### src/sv/assert_macros.svh
// assertion helpers shared by the rtl
`ifndef ASSERT_MACROS_SVH
`define ASSERT_MACROS_SVH
// implication checked on every clock edge outside reset
`define ASSERT_IMPL(label, clk, rst_n, ante, cons, msg) \
  label: assert property (@(posedge clk) disable iff (!rst_n) (ante) |-> (cons)) \
    else $error(msg);
// next-cycle implication checked outside reset
`define ASSERT_NEXT(label, clk, rst_n, ante, cons, msg) \
  label: assert property (@(posedge clk) disable iff (!rst_n) (ante) |=> (cons)) \
    else $error(msg);
`endif

### src/sv/btt_pkg.sv
`timescale 1ns / 1ps
`default_nettype none
package btt_pkg;
  localparam int unsigned NumBucketsDefault = 4096;
  localparam int unsigned KeyW = 64;
  localparam int unsigned CntW = 13;
  localparam int unsigned SlotW = 128;
  localparam int unsigned BucketW = 4 * SlotW;

  localparam logic [2:0] ACT_PROBE = 3'd0;
  localparam logic [2:0] ACT_SAVE  = 3'd1;
  localparam logic [2:0] ACT_SAVE_PV = 3'd2;
  localparam logic [2:0] ACT_NEW_GEN = 3'd3;
  localparam logic [2:0] ACT_CLEAR = 3'd4;

  localparam logic [7:0] GEN_STEP = 8'd4;
  localparam logic [8:0] DEPTH_MARGIN = 9'd2;

  localparam logic [0:0] REG_BUCKET_COUNT = 1'd0;
  localparam logic [0:0] REG_EXACT_BOUND  = 1'd1;

  // slot layout: tag, move, win, loss, depth, generation/bound byte
  typedef struct packed {
    logic [63:0] tag;
    logic [15:0] move;
    logic [15:0] win;
    logic [15:0] loss;
    logic [7:0]  depth;
    logic [7:0]  genb;
  } slot_t;

  typedef struct packed {
    logic [2:0]  action;
    logic [63:0] key;
    logic [15:0] move_code;
    logic [15:0] score_win;
    logic [15:0] score_loss;
    logic [7:0]  depth;
    logic [1:0]  bound;
  } item_t;

  typedef struct packed {
    logic        hit;
    logic [15:0] entry_move;
    logic [15:0] entry_win;
    logic [15:0] entry_loss;
    logic [7:0]  entry_depth;
    logic [1:0]  entry_bound;
    logic        from_pv_slot;
  } result_t;

  function automatic logic [10:0] repl_score(input slot_t s, input logic [7:0] gen);
    logic stale;
    stale = (s.genb[7:2] != gen[7:2]);
    repl_score = 11'd1024 + {3'd0, s.depth} - (stale ? 11'd512 : 11'd0);
  endfunction
endpackage
`default_nettype wire

### src/sv/btt_front.sv
`timescale 1ns / 1ps
`default_nettype none
// accepts items, reduces the key of probes and saves to a bucket index bit-serially, hands on to the queue
module btt_front #(
  parameter int unsigned NumBuckets = btt_pkg::NumBucketsDefault,
  localparam int unsigned IdxW = (NumBuckets > 1) ? $clog2(NumBuckets) : 1
) (
  input  wire logic                  clk,
  input  wire logic                  rst_n,
  input  wire logic                  start,
  input  wire btt_pkg::item_t        item,
  input  wire logic [btt_pkg::CntW-1:0] bucket_count,
  output logic                       busy,
  output logic                       q_push,
  output btt_pkg::item_t             q_item,
  output logic [IdxW-1:0]            q_idx,
  input  wire logic                  q_full
);
  localparam logic [btt_pkg::CntW-1:0] NCap = btt_pkg::CntW'(NumBuckets);
  localparam logic [6:0] LastBit = 7'd63;

  logic                      run_r, run_nxt;
  logic                      done_r, done_nxt;
  logic [6:0]                bit_r, bit_nxt;
  logic [btt_pkg::CntW:0]    rem_r, rem_nxt;
  logic [btt_pkg::CntW-1:0]  div_r, div_nxt;
  btt_pkg::item_t            item_r, item_nxt;
  logic [btt_pkg::CntW:0]    sh;
  logic                      needs_idx;

  assign needs_idx = (item.action == btt_pkg::ACT_PROBE) ||
                     (item.action == btt_pkg::ACT_SAVE) ||
                     (item.action == btt_pkg::ACT_SAVE_PV);
  assign busy = run_r | done_r;
  assign sh = {rem_r[btt_pkg::CntW-1:0], item_r.key[6'(LastBit - bit_r)]};

  always_comb begin
    run_nxt = run_r;
    done_nxt = done_r;
    bit_nxt = bit_r;
    rem_nxt = rem_r;
    div_nxt = div_r;
    item_nxt = item_r;
    q_push = 1'b0;
    if (start && !busy) begin
      item_nxt = item;
      rem_nxt = '0;
      bit_nxt = '0;
      if (bucket_count == '0) div_nxt = btt_pkg::CntW'(1);
      else if ({19'd0, bucket_count} > NumBuckets) div_nxt = NCap;
      else div_nxt = bucket_count;
      if (needs_idx) run_nxt = 1'b1;
      else done_nxt = 1'b1;
    end else if (run_r) begin
      // restoring division, one key bit per cycle
      if (sh >= {1'b0, div_r}) rem_nxt = sh - {1'b0, div_r};
      else rem_nxt = sh;
      bit_nxt = bit_r + 7'd1;
      if (bit_r == LastBit) begin
        run_nxt = 1'b0;
        done_nxt = 1'b1;
      end
    end else if (done_r && !q_full) begin
      q_push = 1'b1;
      done_nxt = 1'b0;
    end
  end

  assign q_item = item_r;
  assign q_idx = IdxW'(rem_r);

  always_ff @(posedge clk) begin
    if (!rst_n) begin
      run_r <= 1'b0;
      done_r <= 1'b0;
    end else begin
      run_r <= run_nxt;
      done_r <= done_nxt;
    end
    bit_r <= bit_nxt;
    rem_r <= rem_nxt;
    div_r <= div_nxt;
    item_r <= item_nxt;
  end
endmodule
`default_nettype wire

### config.mk
export PLATFORM = sky130hd
export DESIGN_NAME = btt_front
export DESIGN_NICKNAME = d
export VERILOG_FILES = /design/src/sv/assert_macros.svh /design/src/sv/btt_pkg.sv /design/src/sv/btt_front.sv
export SDC_FILE = /design/constraint.sdc
export NUM_CORES = 1
export LEC_CHECK = 0
export ABC_AREA = 0
export BUFFER_PORTS_ARGS = -buffer_cell sky130_fd_sc_hd__buf_2
export CAP_MARGIN = 25
export CORE_MARGIN = 3
export CORE_UTILIZATION = 48
export DETAILED_ROUTE_END_ITERATION = 7
export PLACE_DENSITY = 0.88
export RECOVER_POWER = 50
export SLEW_MARGIN = 20
export SYNTH_ARGS = -nofsm -noshare
export SYNTH_HDL_FRONTEND = slang
export SYNTH_SLANG_ARGS = --single-unit
### constraint.sdc
create_clock -name clk -period 5.85 [get_ports clk]
set_input_delay 0 -clock clk [delete_from_list [all_inputs] [get_ports clk]]
set_output_delay 0 -clock clk [all_outputs]
set_load 0.02 [all_outputs]
==> results.tsv <==
metric	value	unit
place.gp.congestion	0.8980	
synth-edff-count	138	
critPathCaptureType	flop	
antenna_cells	0	
maxSlewHeadroom	0.3426	
grt_max_degree	97	
rows	41	
synthTopCellsByArea	edfxtp_1 64%, dfxtp_1 6.7%, mux2i_1 2.9%	
power_density	303.0	nW/um2
die_x	122.6	um
muxShareOfSynthArea	0.07574	
io_buffers	280	
synth_compound_gate_area_share	0.06021	
h-tree-depth	4	
grt_pass1_vias	5832	
ys_ff_latch	160	
grt_use_total	0.3016	
die_y	122.6	um
cts_max_path_buffers	2	
ctsResizeCount	0	
numCtsBuffers	17	
crit_path_max_fanout	20	
synth-adder-area-share	0.02991	
status	complete, no violations	
setup_viol	0	
hold_violations	0	
vias	5525	
period_share	0.8480	
wl_per_cell	21.72	um
fin_nets	1005	
grt_pass1_wl	33.09	mm
clk_latency	0.43	ns
dp_hpwl	13.13	mm
synth_nets	582	
endpoint	rem_r[9]$_SDFFE_PP0P_	
r2r_setup_slack	0.89	ns
clock-sinks	160	
via_per_inst	5.354	
ys_warn_count	0	
synth_top_family_by_area	simple AND/OR/NAND/NOR gates	
first_pass_iters	5	
postSynthCellCount	425	
die_area	15030	um2
ys.flop_type	edfxtp_1	
ant_nets	0	
synth_cell_type_count	51	
startpoint_type	flop	
start_util	0.5047	
drcViolationCount	0	
synth_simple_gate_area_frac	0.08073	
cellLeakagePower	3.904	nW
synth-xor-area-share	0.01342	
rsz0062_at_grt	no	
nFillCells	834	
postSynth.asyncResetShare	0	
antenna_found_initial	0	
cts_tree	built	
wl	22.42	mm
max_freq	0.2016	GHz
ir_drop	279.3	uV
gr-total-overflow	0	
synthToLayoutAreaGrowth	51.93	%
drive_above_1_share	0.2384	
hold_slack	0.1648	ns
syn_avg_cell_area	15.35	um2
ff2ff_path_depth	15	
finalCriticalPeriod	4.961	ns
critPathKind	reg2reg	
worstPathArrival	5.26	ns
required	6.15	ns
worstSetupStartpoint	bit_r[0]$_SDFFE_PP0P_	
finalClockSkew	0.01808	ns
fin_setup_tns	0	ns
core-area	12930	um2
worst_pin_slew	0.9847	ns
yosysTopAreaCellShare	0.6351	
path_clk_slew	0.06	ns
hp-class	in2reg	
ios	281	
r2r-end	rem_r[9]$_SDFFE_PP0P_	
drt-initial-drc-count	410	
drv_cap	0	
timing.rr.start	bit_r[0]$_SDFFE_PP0P_	
synth_top_area_cell	edfxtp_1	
synth-seq-area-share	0.7026	
cts-root-buf	clkbuf_16	
final_max_slew_viol_count	0	
syn_area	6525	um2
-- sequential cells by signal, indices dropped and copies added (netlist names) --
register and cells:
rem_r 13, run_r 1, bit_r 7, q_item 125, div_r 13, done_r 1
-- cells by family after synthesis --
kind of cell / after synthesis
compound gates: 61
xor+xnor: 10
fa+ha+maj: 15
buf+inv: 47
flops: 160
mux: 32
simple gates: 100
-- cells in the mapped netlist (all sizes together) (2+ instances only) --
cell type and instances:
dfxtp 22, and3 2, nor2b 13, a21oi 16, nand4b 2, or3 4
o21ai 14, nor4 3, buf 22, a21o 2, clkbuf 6, nand2b 3
mux4 12, nand3b 5, a31oi 6, nand4 3, nand3 12, nor3 6
nor2 11, inv 19, xnor2 4, xor2 6, a211oi 2, a311o 2
o211ai 7, nand2 28, or2 2, o21a 3, edfxtp 138, a22o 2
ha 14, and2 2, mux2i 19
-- layout by cell type, fill, tap and decap left out, types with 7 or more instances in the layout --
cell type	instances
ha_1	14
a21oi_1	16
buf_2	158
nand3_1	12
dlygate4sd3_1	149
o21ai_0	13
clkbuf_1	121
nor2b_1	13
mux2i_1	19
o211ai_1	7
edfxtp_1	138
clkbuf_16	17
nor2_1	11
nand2_1	28
dfxtp_1	22
inv_1	18
-- per-stage QoR --
step / worst slack (ns) / area (um2) / cells / util / power (mW)
floorplan: 1.662 / 6525 / 425 / - / 1.680
global placement: 1.175 / 7996 / 852 / 0.6186 / 1.820
detailed placement: 1.005 / 7996 / 852 / 0.6186 / 1.838
CTS: 0.9657 / 10060 / 1032 / 0.7786 / 2.988
global route: 0.4871 / 9913 / 1032 / 0.7668 / 3.100
finish: 0.8893 / 9913 / 1032 / 0.7668 / 3.004
-- routing by layer --
layer / track usage / up-vias / wire length (um)
li1: - / 2460 / -
met1: 0.3284 / 2615 / 7751
met2: 0.5428 / 378 / 11910
met3: 0.08249 / 72 / 1777
met4: 0.1435 / 0 / 979
met5: 0 / - / 0
-- worst max-delay path, stage by stage, from the launching register on --
cell and delay, ns:
dfxtp_1 0.93, mux4_2 0.61, mux2i_1 0.18, a211oi_1 0.11, o41ai_2 0.45, ha_1 0.24
inv_1 0.05, fa_1 0.39, a21oi_1 0.21, o22ai_1 0.14, nor3_1 0.20, o21ai_1 0.09
a31oi_1 0.56, buf_4 0.33, nor4bb_1 0.08, a311o_1 0.27
-- report_power, final --
part / switching (mW) / internal, mW / leakage [nW]
combinational: 0.285 / 0.208 / 2.13
clock: 0.497 / 0.601 / 0.280
sequential: 0.0632 / 1.35 / 1.50
-- repair_timing --
action / 4_1_cts / 5_1_grt
hold endpoints to repair: 140 / 0
hold buffers: 149 / 0
buffers inserted: 0 / 0
-- area by class of cell --
type	count	area (um2)	share of cell area
clock inverters	14	151.4	0.01527
inverters	19	76.32	0.007699
clock buffers	17	425.4	0.04291
repair buffers	432	2764	0.2788
multi-input cells	218	1697	0.1711
well taps	172	215.2	0.02171
flip-flops and latches	160	4584	0.4625
-- worst min path at each step --
| stage | from | endpoint | slack, ns | cells after the start |
|---|---|---|---|---|
| 4_1_cts | start | rem_r[10]$_SDFFE_PP0P_ | 0.16 | 4 |
| 3_3_place_gp | item[24] | q_item[24]$_DFFE_PP_ | 0.18 | 1 |
| 5_1_grt | start | rem_r[6]$_SDFFE_PP0P_ | 0.18 | 4 |
| 2_1_floorplan | q_full | q_push | 0.08 | 1 |
| 6_report | start | rem_r[10]$_SDFFE_PP0P_ | 0.16 | 4 |
| 3_5_place_dp | item[118] | q_item[118]$_DFFE_PP_ | 0.18 | 1 |
Note: power is estimated with default switching activity, not from simulation.
